`src/design/odt_pkg.sv`:
```
// Package for the ordered-dither tinting pipeline: sizes, dither and tint tables,
// and the structs passed between the top level and the quantiser.
// Depends on nothing; imported by the quantiser, the top level and the testbench.
`timescale 1ns / 1ps

package odt_pkg;

    // Largest supported frame geometry
    localparam int ODT_MAX_LINE_WIDTH   = 4096;
    localparam int ODT_MAX_FRAME_HEIGHT = 4096;

    // Configuration registers
    localparam int ODT_CFG_WIDTH = 13;
    localparam int ODT_CFG_IDX_W = 1;
    localparam logic [ODT_CFG_IDX_W-1:0] ODT_REG_LINE_WIDTH   = 1'd0;
    localparam logic [ODT_CFG_IDX_W-1:0] ODT_REG_FRAME_HEIGHT = 1'd1;
    localparam logic [ODT_CFG_WIDTH-1:0] ODT_LINE_WIDTH_RST   = 13'd640;
    localparam logic [ODT_CFG_WIDTH-1:0] ODT_FRAME_HEIGHT_RST = 13'd480;

    // Luma weights, sum of weights is 256
    localparam logic [7:0] ODT_LUMA_R = 8'd77;
    localparam logic [7:0] ODT_LUMA_G = 8'd150;
    localparam logic [7:0] ODT_LUMA_B = 8'd29;

    // Dither offset step and level thresholds on the sixteenfold luma scale
    // (one level is 1360, rounding half away from zero puts the edges at 680 + n*1360)
    localparam logic signed [13:0] ODT_DITHER_STEP = 14'sd85;
    localparam logic signed [13:0] ODT_T_LEVEL1    = 14'sd680;
    localparam logic signed [13:0] ODT_T_LEVEL2    = 14'sd2040;
    localparam logic signed [13:0] ODT_T_LEVEL3    = 14'sd3400;

    // Bayer 4x4 matrix minus 8, indexed by {row[1:0], column[1:0]}
    localparam logic signed [4:0] ODT_BAYER [16] = '{
        -5'sd8,  5'sd0, -5'sd6,  5'sd2,
         5'sd4, -5'sd4,  5'sd6, -5'sd2,
        -5'sd5,  5'sd3, -5'sd7,  5'sd1,
         5'sd7, -5'sd1,  5'sd5, -5'sd3
    };

    // Output colour per level
    localparam logic [7:0] ODT_TINT_RED   [4] = '{8'd0, 8'd85, 8'd170, 8'd255};
    localparam logic [7:0] ODT_TINT_GREEN [4] = '{8'd0, 8'd72, 8'd144, 8'd216};
    localparam logic [7:0] ODT_TINT_BLUE  [4] = '{8'd0, 8'd51, 8'd102, 8'd153};

    // Pixel held in the input register
    typedef struct packed {
        logic [7:0] red;
        logic [7:0] green;
        logic [7:0] blue;
        logic [7:0] alpha;
        logic [1:0] row_phase;
        logic [1:0] col_phase;
        logic       eof;
    } odt_stage_t;

    // Pixel held in the result register
    typedef struct packed {
        logic [7:0] red;
        logic [7:0] green;
        logic [7:0] blue;
        logic [7:0] alpha;
        logic       eof;
    } odt_result_t;

endpackage

```
`src/design/odt_pix_in_if.sv`:
```
// Input pixel channel: valid/ready handshake with an RGBA payload.
// Stands alone; used by the top level and the source that feeds it.
`timescale 1ns / 1ps

interface odt_pix_in_if;
    logic       valid;
    logic       ready;
    logic [7:0] red_in;
    logic [7:0] green_in;
    logic [7:0] blue_in;
    logic [7:0] alpha_in;

    modport source (output valid, red_in, green_in, blue_in, alpha_in, input ready);
    modport sink   (input valid, red_in, green_in, blue_in, alpha_in, output ready);
endinterface

```
`src/design/odt_pix_out_if.sv`:
```
// Output pixel channel: valid/ready handshake with the tinted RGBA payload.
// Stands alone; used by the top level and the sink that drains it.
`timescale 1ns / 1ps

interface odt_pix_out_if;
    logic       valid;
    logic       ready;
    logic [7:0] red_out;
    logic [7:0] green_out;
    logic [7:0] blue_out;
    logic [7:0] alpha_out;
    logic       end_of_frame;

    modport source (output valid, red_out, green_out, blue_out, alpha_out, end_of_frame,
                    input ready);
    modport sink   (input valid, red_out, green_out, blue_out, alpha_out, end_of_frame,
                    output ready);
endinterface

```
`src/design/ordered_dither_tinted_pixel.sv`:
```
// Ordered-dither tinting stage for an RGBA pixel stream.
// Pixels enter on pix_in in raster order and leave on pix_out, one result per
// transaction, in the same order. Each result carries red 85*level, a warm green
// and blue tint of that level, the source alpha, and end_of_frame on the last
// pixel of each frame. The column and row position select a 4x4 Bayer offset.
// line_width and frame_height are set through cfg_we/cfg_index/cfg_data; the user
// must write them only while the stream is idle; the block does not enforce it.
// 0 acts as 1 and values above the maximum act as the maximum. Two registers: an
// input register, then a result register; a pixel leaves the input register
// once the result register is free. Throughput: one pixel per clock while pix_out
// does not stall, set by the single quantiser between the two registers.
// When pix_out stalls, the result register holds and the input register keeps
// accepting until both are full, so pix_in.ready falls only once two pixels wait.
// Reset (rst_n low, asynchronous) empties both registers, clears the column and
// row counters and loads line_width 640 and frame_height 480.
`timescale 1ns / 1ps

module ordered_dither_tinted_pixel
    import odt_pkg::*;
#(
    parameter int MAX_LINE_WIDTH   = ODT_MAX_LINE_WIDTH,
    parameter int MAX_FRAME_HEIGHT = ODT_MAX_FRAME_HEIGHT
)
(
    input  logic                     clk,
    input  logic                     rst_n,
    odt_pix_in_if.sink               pix_in,
    odt_pix_out_if.source            pix_out,
    input  logic                     cfg_we,
    input  logic [ODT_CFG_IDX_W-1:0] cfg_index,
    input  logic [ODT_CFG_WIDTH-1:0] cfg_data
);

    // Counter and size widths
    localparam int CW  = (MAX_LINE_WIDTH > 1) ? $clog2(MAX_LINE_WIDTH) : 1;
    localparam int RW  = (MAX_FRAME_HEIGHT > 1) ? $clog2(MAX_FRAME_HEIGHT) : 1;
    localparam int SWC = ((CW > ODT_CFG_WIDTH) ? CW : ODT_CFG_WIDTH) + 1;
    localparam int SWR = ((RW > ODT_CFG_WIDTH) ? RW : ODT_CFG_WIDTH) + 1;
    localparam logic [SWC-1:0] MAX_W = SWC'(MAX_LINE_WIDTH);
    localparam logic [SWR-1:0] MAX_H = SWR'(MAX_FRAME_HEIGHT);

    logic [ODT_CFG_WIDTH-1:0] line_width_reg, line_width_next;
    logic [ODT_CFG_WIDTH-1:0] frame_height_reg, frame_height_next;
    logic [CW-1:0]            col_reg, col_next;
    logic [RW-1:0]            row_reg, row_next;
    logic                     s1_valid_reg, s1_valid_next;
    odt_stage_t               s1_data_reg, s1_data_next;
    logic                     out_valid_reg, out_valid_next;
    odt_result_t              out_data_reg, out_data_next;

    logic [SWC-1:0] width_eff;
    logic [SWR-1:0] height_eff;
    logic           last_col;
    logic           last_row;
    logic           in_eof;
    logic           in_accept;
    logic           out_free;
    odt_result_t    quant_result;

    // Handshake: the result register frees when empty or taken
    assign out_free     = !out_valid_reg || pix_out.ready;
    assign pix_in.ready = !s1_valid_reg || out_free;
    assign in_accept    = pix_in.valid && pix_in.ready;

    // Write the configuration registers
    always_comb
    begin
        line_width_next   = line_width_reg;
        frame_height_next = frame_height_reg;
        if (cfg_we)
        begin
            case (cfg_index)
                ODT_REG_LINE_WIDTH:   line_width_next   = cfg_data;
                ODT_REG_FRAME_HEIGHT: frame_height_next = cfg_data;
                default:              ;
            endcase
        end
    end

    // Clamp the frame size to 1..maximum
    always_comb
    begin
        if (line_width_reg == '0)
            width_eff = SWC'(1);
        else if (SWC'(line_width_reg) > MAX_W)
            width_eff = MAX_W;
        else
            width_eff = SWC'(line_width_reg);

        if (frame_height_reg == '0)
            height_eff = SWR'(1);
        else if (SWR'(frame_height_reg) > MAX_H)
            height_eff = MAX_H;
        else
            height_eff = SWR'(frame_height_reg);
    end

    // Detect the frame edges and advance the raster position on each transaction
    assign last_col = (SWC'(col_reg) + SWC'(1)) >= width_eff;
    assign last_row = (SWR'(row_reg) + SWR'(1)) >= height_eff;
    assign in_eof   = last_col && last_row;

    always_comb
    begin
        col_next = col_reg;
        row_next = row_reg;
        if (in_accept)
        begin
            if (last_col)
            begin
                col_next = '0;
                row_next = last_row ? '0 : row_reg + RW'(1);
            end
            else
            begin
                col_next = col_reg + CW'(1);
            end
        end
    end

    // Load the input register
    always_comb
    begin
        s1_data_next  = s1_data_reg;
        s1_valid_next = s1_valid_reg && !out_free;
        if (in_accept)
        begin
            s1_valid_next          = 1'b1;
            s1_data_next.red       = pix_in.red_in;
            s1_data_next.green     = pix_in.green_in;
            s1_data_next.blue      = pix_in.blue_in;
            s1_data_next.alpha     = pix_in.alpha_in;
            s1_data_next.row_phase = row_reg[1:0];
            s1_data_next.col_phase = col_reg[1:0];
            s1_data_next.eof       = in_eof;
        end
    end

    odt_quant u_quant
    (
        .stage  (s1_data_reg),
        .result (quant_result)
    );

    // Load the result register when it frees
    always_comb
    begin
        out_valid_next = out_valid_reg;
        out_data_next  = out_data_reg;
        if (out_free)
        begin
            out_valid_next = s1_valid_reg;
            out_data_next  = quant_result;
        end
    end

    // Control state
    always_ff @(posedge clk or negedge rst_n)
    begin
        if (!rst_n)
        begin
            line_width_reg   <= ODT_LINE_WIDTH_RST;
            frame_height_reg <= ODT_FRAME_HEIGHT_RST;
            col_reg          <= '0;
            row_reg          <= '0;
            s1_valid_reg     <= 1'b0;
            out_valid_reg    <= 1'b0;
        end
        else
        begin
            line_width_reg   <= line_width_next;
            frame_height_reg <= frame_height_next;
            col_reg          <= col_next;
            row_reg          <= row_next;
            s1_valid_reg     <= s1_valid_next;
            out_valid_reg    <= out_valid_next;
        end
    end

    // Payload
    always_ff @(posedge clk)
    begin
        s1_data_reg  <= s1_data_next;
        out_data_reg <= out_data_next;
    end

    // Drive the output channel
    assign pix_out.valid        = out_valid_reg;
    assign pix_out.red_out      = out_data_reg.red;
    assign pix_out.green_out    = out_data_reg.green;
    assign pix_out.blue_out     = out_data_reg.blue;
    assign pix_out.alpha_out    = out_data_reg.alpha;
    assign pix_out.end_of_frame = out_data_reg.eof;

    // The last pixel of a frame returns the raster position to the origin
    ap_eof_wrap: assert property (@(posedge clk) disable iff (!rst_n)
        in_accept && in_eof |=> col_reg == '0 && row_reg == '0)
        else $error("raster position not cleared after end of frame");

    // A pending pixel moves into a free result register
    ap_advance: assert property (@(posedge clk) disable iff (!rst_n)
        s1_valid_reg && out_free |=> out_valid_reg)
        else $error("pending pixel lost on its way to the result register");

    // Both registers full and stalled: no new transaction
    ap_backpressure: assert property (@(posedge clk) disable iff (!rst_n)
        s1_valid_reg && out_valid_reg && !pix_out.ready |-> !pix_in.ready)
        else $error("input accepted while the pipeline is full");

    // Level zero gives black in every colour channel
    ap_dark: assert property (@(posedge clk) disable iff (!rst_n)
        out_valid_reg && out_data_reg.red == 8'd0 |->
            out_data_reg.green == 8'd0 && out_data_reg.blue == 8'd0)
        else $error("tint inconsistent with level zero");

endmodule

```
`src/design/odt_quant.sv`:
```
// Luma, Bayer dither and four-level tint for one registered pixel.
// Depends on odt_pkg for the tables, thresholds and stage structs.
`timescale 1ns / 1ps

module odt_quant
    import odt_pkg::*;
(
    input  odt_stage_t  stage,
    output odt_result_t result
);

    logic [15:0]        luma_sum;
    logic [7:0]         luma;
    logic signed [13:0] offset;
    logic signed [13:0] level_t;
    logic [1:0]         level;

    // Weighted luma, weights sum to 256
    assign luma_sum = 16'(ODT_LUMA_R) * 16'(stage.red)
                    + 16'(ODT_LUMA_G) * 16'(stage.green)
                    + 16'(ODT_LUMA_B) * 16'(stage.blue);
    assign luma     = luma_sum[15:8];

    // Add the dither offset on the sixteenfold scale
    assign offset  = 14'(ODT_BAYER[{stage.row_phase, stage.col_phase}]) * ODT_DITHER_STEP;
    assign level_t = $signed({2'b00, luma, 4'b0000}) + offset;

    // Round to the nearest level; negative values fall below every threshold
    always_comb
    begin
        if (level_t >= ODT_T_LEVEL3)
            level = 2'd3;
        else if (level_t >= ODT_T_LEVEL2)
            level = 2'd2;
        else if (level_t >= ODT_T_LEVEL1)
            level = 2'd1;
        else
            level = 2'd0;
    end

    // Map the level to the tint and pass alpha and frame flag through
    assign result.red   = ODT_TINT_RED[level];
    assign result.green = ODT_TINT_GREEN[level];
    assign result.blue  = ODT_TINT_BLUE[level];
    assign result.alpha = stage.alpha;
    assign result.eof   = stage.eof;

endmodule

```
`src/flat_wrapper.sv`:
```
// flat-port wrapper written by rule: the top's interface ports become plain ports
module ordered_dither_tinted_pixel_flat import odt_pkg::*;
#(
    parameter int MAX_LINE_WIDTH   = ODT_MAX_LINE_WIDTH,
    parameter int MAX_FRAME_HEIGHT = ODT_MAX_FRAME_HEIGHT
)
  (clk, rst_n, cfg_we, cfg_index, cfg_data, pix_in_valid, pix_in_red_in, pix_in_green_in, pix_in_blue_in, pix_in_alpha_in, pix_in_ready, pix_out_valid, pix_out_red_out, pix_out_green_out, pix_out_blue_out, pix_out_alpha_out, pix_out_end_of_frame, pix_out_ready);
  odt_pix_in_if pix_in_i ();
  odt_pix_out_if pix_out_i ();
  input  logic clk;
  input  logic rst_n;
  input  logic cfg_we;
  input  logic [ODT_CFG_IDX_W-1:0] cfg_index;
  input  logic [ODT_CFG_WIDTH-1:0] cfg_data;
  input wire logic [$bits(pix_in_i.valid)-1:0] pix_in_valid;
  input wire logic [$bits(pix_in_i.red_in)-1:0] pix_in_red_in;
  input wire logic [$bits(pix_in_i.green_in)-1:0] pix_in_green_in;
  input wire logic [$bits(pix_in_i.blue_in)-1:0] pix_in_blue_in;
  input wire logic [$bits(pix_in_i.alpha_in)-1:0] pix_in_alpha_in;
  output wire logic [$bits(pix_in_i.ready)-1:0] pix_in_ready;
  output wire logic [$bits(pix_out_i.valid)-1:0] pix_out_valid;
  output wire logic [$bits(pix_out_i.red_out)-1:0] pix_out_red_out;
  output wire logic [$bits(pix_out_i.green_out)-1:0] pix_out_green_out;
  output wire logic [$bits(pix_out_i.blue_out)-1:0] pix_out_blue_out;
  output wire logic [$bits(pix_out_i.alpha_out)-1:0] pix_out_alpha_out;
  output wire logic [$bits(pix_out_i.end_of_frame)-1:0] pix_out_end_of_frame;
  input wire logic [$bits(pix_out_i.ready)-1:0] pix_out_ready;
  assign pix_in_i.valid = pix_in_valid;
  assign pix_in_i.red_in = pix_in_red_in;
  assign pix_in_i.green_in = pix_in_green_in;
  assign pix_in_i.blue_in = pix_in_blue_in;
  assign pix_in_i.alpha_in = pix_in_alpha_in;
  assign pix_in_ready = pix_in_i.ready;
  assign pix_out_valid = pix_out_i.valid;
  assign pix_out_red_out = pix_out_i.red_out;
  assign pix_out_green_out = pix_out_i.green_out;
  assign pix_out_blue_out = pix_out_i.blue_out;
  assign pix_out_alpha_out = pix_out_i.alpha_out;
  assign pix_out_end_of_frame = pix_out_i.end_of_frame;
  assign pix_out_i.ready = pix_out_ready;
  ordered_dither_tinted_pixel #(.MAX_LINE_WIDTH(MAX_LINE_WIDTH), .MAX_FRAME_HEIGHT(MAX_FRAME_HEIGHT)) u_core (.clk(clk), .rst_n(rst_n), .pix_in(pix_in_i), .pix_out(pix_out_i), .cfg_we(cfg_we), .cfg_index(cfg_index), .cfg_data(cfg_data));
endmodule
```
`config.mk`:
```
export PLATFORM = sky130hd
export DESIGN_NAME = ordered_dither_tinted_pixel_flat
export DESIGN_NICKNAME = d
export VERILOG_FILES = /design/src/design/odt_pkg.sv /design/src/design/odt_pix_in_if.sv /design/src/design/odt_pix_out_if.sv /design/src/design/ordered_dither_tinted_pixel.sv /design/src/design/odt_quant.sv /design/src/flat_wrapper.sv
export SDC_FILE = /design/constraint.sdc
export NUM_CORES = 1
export LEC_CHECK = 0
export ABC_CLOCK_PERIOD_IN_PS = 24500
export BUFFER_PORTS_ARGS = -buffer_cell sky130_fd_sc_hd__buf_4
export CORE_AREA = 2 2 149 114
export CTS_BUF_LIST = sky130_fd_sc_hd__clkbuf_4
export DETAILED_ROUTE_END_ITERATION = 16
export DIE_AREA = 0 0 151 116
export GPL_TIMING_DRIVEN = 0
export PLACE_DENSITY = 0.83
export SLEW_MARGIN = 20
export SYNTH_ARGS = -nofsm -noshare
export SYNTH_HDL_FRONTEND = slang
export SYNTH_HIERARCHICAL = 1
export SYNTH_SLANG_ARGS = --single-unit
```
`constraint.sdc`:
```
create_clock -name clk -period 24.5 [get_ports clk]
set_input_delay 3.675 -clock clk [delete_from_list [all_inputs] [get_ports clk]]
set_output_delay 3.675 -clock clk [all_outputs]
set_load 0.005 [all_outputs]
```
-- Word level (Yosys, flattened, before mapping)
Memories as Yosys holds them, arrays and structs flattened.
Index checks and enable logic that the tools add are counted.
- add/subtract/negate cells: 7
- $mul: 4
- order comparisons: 9
- mux-type cells: 21
- bitwise operators: 3
- reductions and logical operators: 13
- operator list (cell ; count):
    binary-select mux 8 bit (select 2 bit) ; 3
    two-way mux 8 bit ; 6
    multiplier 7 x 8 -> 15 bit, first input constant ; 2
    >= comparator 14 bit ; 2
    two-way mux 14 bit ; 2
    adder 12 x 1 -> 13 bit, second input constant ; 2
    > comparator 13 bit, second input constant ; 2
    logical NOT 13 bit ; 2
    two-way mux 13 bit ; 2
    adder 12 x 1 -> 12 bit, second input constant ; 2
    two-way mux 12 bit ; 2
    adder 15 x 16 -> 16 bit ; 1
    adder 16 x 13 -> 16 bit ; 1
    adder 13 x 13 -> 14 bit ; 1
    >= comparator 14 x 11 -> 1 bit, second input constant ; 1
    >= comparator 14 x 12 -> 1 bit, second input constant ; 1
    >= comparator 14 x 13 -> 1 bit, second input constant ; 1
    multiplier 5 x 8 -> 13 bit, first input constant ; 1
    multiplier 5 x 8 -> 13 bit, second input constant ; 1
    two-way mux 5 bit ; 2
    AND reduction 2 bit ; 3
    >= comparator 5 bit, second input constant ; 1
    NOT 4 -> 5 bit ; 1
    two-way mux 2 bit ; 2
    other kinds (7) ; 13
- register bits after elaboration: 122
- bits in read-only memories: 80
- input port bits: 51
- output and inout bits: 35
- word-level logic and storage cells: 76
- memories: 1
- memory list (memory ; depth ; width ; rd ports ; clocked after Yosys merged registers in ; write ports ; line ; source):
    (name not given) ; 16 ; 5 ; 1 ; 0 ; 0 ; odt_quant.sv:25 ; assign offset = 14'(ODT_BAYER[{stage.row_phase, stage.col_phase}]) * ODT_DITHER_STEP;

-- Longest topological paths before layout
- depth after elaboration: 14
- depth in mapped cells: 33

-- By module
Netlist, hierarchy kept.
- modules (own cells, without submodules) (module ; instances ; cells an instance ; area each (µm²)):
    ordered_dither_tinted_pixel ; 1 ; 366 ; 5231.3
    odt_quant ; 1 ; 472 ; 4246.6

-- Worst setup path before layout
No wires, ideal clock.
- path type: reg2reg
- start: register u_core/s1_data_reg[25] (netlist bit)
- end: register u_core.out_data_reg, in the netlist u_core/pix_out.blue_out[5] (data pin)
- library setup time: 0.251 ns
- data arrival time: 8.086 ns
- required time: 24.249 ns
- setup slack: 16.163 ns
- cell stages (with the launch flop): 33
- buffers on the path: 2
- clock period less this slack: 8.337 ns
- cell sequence: edfxtp_1 -> ha_1 -> ha_1 -> inv_1 -> fa_1 -> fa_1 -> inv_1 -> ha_1 -> o21ai_0 -> a211oi_1 -> nor2_1 -> xnor2_1 -> ha_1 -> fa_1 -> inv_1 -> fa_1 -> fa_1 -> inv_1 -> ha_1 -> o211a_1 -> o21a_1 -> a311o_1 -> xor2_1 -> ha_1 -> clkbuf_1 -> nor2b_1 -> a221oi_1 -> o311ai_2 -> o311ai_0 -> a31oi_1 -> a211o_1 -> ha_1 -> buf_4
- RTL lines (item ; line ; source):
    start: declaration ; ordered_dither_tinted_pixel.sv:47 ; odt_stage_t s1_data_reg, s1_data_next;
    start signal: assignment ; ordered_dither_tinted_pixel.sv:183 ; s1_data_reg <= s1_data_next;
    end signal: assignment ; ordered_dither_tinted_pixel.sv:184 ; out_data_reg <= out_data_next;
    end: declaration ; ordered_dither_tinted_pixel.sv:49 ; odt_result_t out_data_reg, out_data_next;

==> results.md <==
- Crit path kind: reg2reg
- Class of the worst hold path: reg2reg
- FFs w/ async S/R, synth: between 40 and 50%
- FF-to-FF setup slack: roughly 15 ns
- Per-cell routed wire length: 15.27 um
- Max Clk Rate: around 110 MHz
- Initial core utilization: 59.55%
- TNS Setup: 0 ns
- Hold buffers post-CTS: 0
- Clk buf depth: 2
- Nets: 1191
- RSZ-0062 raised after global routing: false
- Worst-path fanout max: 9
- Core area: 15920 um^2
- Area delta synth->final: 13.03%
- Die W: 151 um
- Main synth FF type: edfxtp_1
- Post-DRT Antenna Nets: 0
- Final slew viol count: 0
- Worst-Margin Slew: 0.6448 ns
- Global-route wire length before repair: 30220 um
- Routed wire length: 17870 um
- GRT Overall Usage: 22.20%
- # diodes: 0
- Clk_lat worst skew: 0.53 ns
- Clock sinks: 122
- Status: complete, no violations
- Total grt overflow: 0
- Tcrit/Tclk final: 37.42%
- Clk root buf: clkbuf_4
- Setup-failing EPs final: 0
- Critical path arrival: roughly 9.5 ns
- Mean Syn Cell Area: 11.31 um^2
- Num rows: 40
- Register area share after synthesis: between 30% and 40%
- H-tree levels: 4
- Die area: 17520 um^2
- Mapped Cells: 838
- Slew HR: 57.01%
- Final core occ: 67.31%
- Layout cell share with drive strength beyond 1: a little over a fifth
- Number of flip-flops in the largest register: 37
- Vias after detailed routing: approximately 6300
- Slowest Stage Delay on Critical Path: roughly 0.54 ns
- IO Pins: 86
- PortBufs: 85
- Vias per cell: 5.424
- Number of setup buffers added after CTS: 0
- Area of the multi-input gates: 5409 um^2
- CP required: 24.80 ns
- Max-Cap Viols: 0
- Placed Area: 10430 um^2
- RD Place Congestion: 0.8335
- Commonest non-fill, non-tap cell in the layout: ha_1
- Post-detailed-route DRC marker count: 0
- Skew final: about 0.016 ns
- Mapped Area: 9478 um^2
- Most used cell, CP: ha_1
- Number of gates resized after cts: 0
- Min cycle time layout: 9.168 ns
- CTS Buf Count: 17
- Drt first pass iters: 5
- Fillers: 1215
- Antenna violations before repair: 0
- Number of global-route vias before repair: 6553
- Pin count of the biggest net entering global routing: 53
- Slowest library cell on the worst path: fa_1
- Number of flops mapped to enable cells by yosys: 70
- CTS clk-pin slew, worst paths: about 0.11 ns
- Distinct cells, synth: between 70 and 80
- Worst Setup End Kind: register
- Register area: 3411 um^2
- CTS tree: done
- Die Y: 116 um
- Final Hold Vio Count: 0
- Syn. warnings: 6
- Dpl hpwl: 14140 um
- Final Cell Area: about 11000 um^2
- Critical Path Source Type: register
- Most frequent cells in the layout: ha_1 (135), buf_4 (114), inv_1 (110), edfxtp_1 (70), fa_1 (58)
- Yosys reg bits: 122
- Initial DRC count: ~400
-- worst max-delay path: cells and delay by family (launching register included) --
family / cells / cell delay, ns
XOR/XNOR: 2 / 0.33
adder cells (fa/ha/maj): 12 / 4.69
AO/OA/AOI/OAI: 10 / 2.60
AND/OR/NAND/NOR: 2 / 0.22
flip-flops: 1 / 0.49
buffers and inverters: 6 / 0.60
-- through the flow --
step,setup slack [ns],instances,hold WS (ns)
after detailed placement,15.42,1138,0.4974
after CTS,15.36,1170,0.5192
after global routing,14.76,1170,0.5178
final,15.33,1170,0.5194
after floorplan,16.16,841,0.4729
after global placement,15.59,1136,0.4894
-- per-layer routing --
layer / share of wire (%) / vias up / track usage [%] / wire (um)
li1: - / 3126 / - / -
met1: 48 / 3096 / 30.25 / 8632
met2: 47 / 105 / 37.09 / 8396
met3: 3.7 / 19 / 4.252 / 654
met4: 1.0 / 0 / 5.607 / 184
met5: 0 / - / 0 / 0
-- cells in the mapped netlist, types with 6 or more instances --
library cell,instances,area [um^2]
a21o_1,9,67.56
a21oi_1,35,175.2
a22o_1,18,157.7
buf_4,29,217.7
dfrtp_1,46,1151
dfstp_2,6,157.7
edfxtp_1,70,2102
fa_1,58,1161
ha_1,135,1689
inv_1,111,416.7
mux2_2,27,304.0
nand2_1,48,180.2
nand2b_1,15,93.84
nand3_1,19,95.09
nand4_1,8,50.05
nor2_1,37,138.9
nor3_1,8,40.04
nor4_1,7,43.79
o21a_1,6,45.04
o21ai_0,11,55.05
o21ai_1,6,30.03
xnor2_1,36,315.3
xor2_1,9,78.83
-- final cells by class --
type / count / area share [%]
plain buffers: 38 / 2.383
clock inverters: 14 / 1.355
multi-input cells: 570 / 50.49
clock buffers: 18 / 1.261
inverters: 111 / 3.889
flip-flops and latches: 122 / 31.84
repair buffers: 87 / 6.330
well taps: 210 / 2.453
-- kinds of logic after synthesis --
logic type | count (synthesis) | synth area share, %
AOI/OAI and AO/OA | 131 | 10.14
xor gates and xnor gates | 47 | 4.502
adders and majority gates | 193 | 30.07
buffers and inverters | 149 | 7.089
DFF | 122 | 35.99
muxes | 27 | 3.208
other | 1 | 0.03957
and+or+nand+nor | 168 | 8.964
-- path summary, 6_finish.rpt --
path,from,endpoint,cells after the start
setup / recovery,u_core/s1_data_reg[25],u_core/pix_out.blue_out[5],32
hold / removal,u_core/s1_data_reg[5],u_core/pix_out.alpha_out[0],1
setup reg to reg,u_core/s1_data_reg[25],u_core/pix_out.blue_out[5],32
hold reg to reg,u_core/s1_data_reg[5],u_core/pix_out.alpha_out[0],1
max in group asynchronous,rst_n,u_core/row_reg[2],1
min in group asynchronous,rst_n,u_core/line_width_reg[0],1
Power is left out: the tool's default activity adds up to more than one toggle a clock period on the data nets, which glitch-free logic cannot reach.
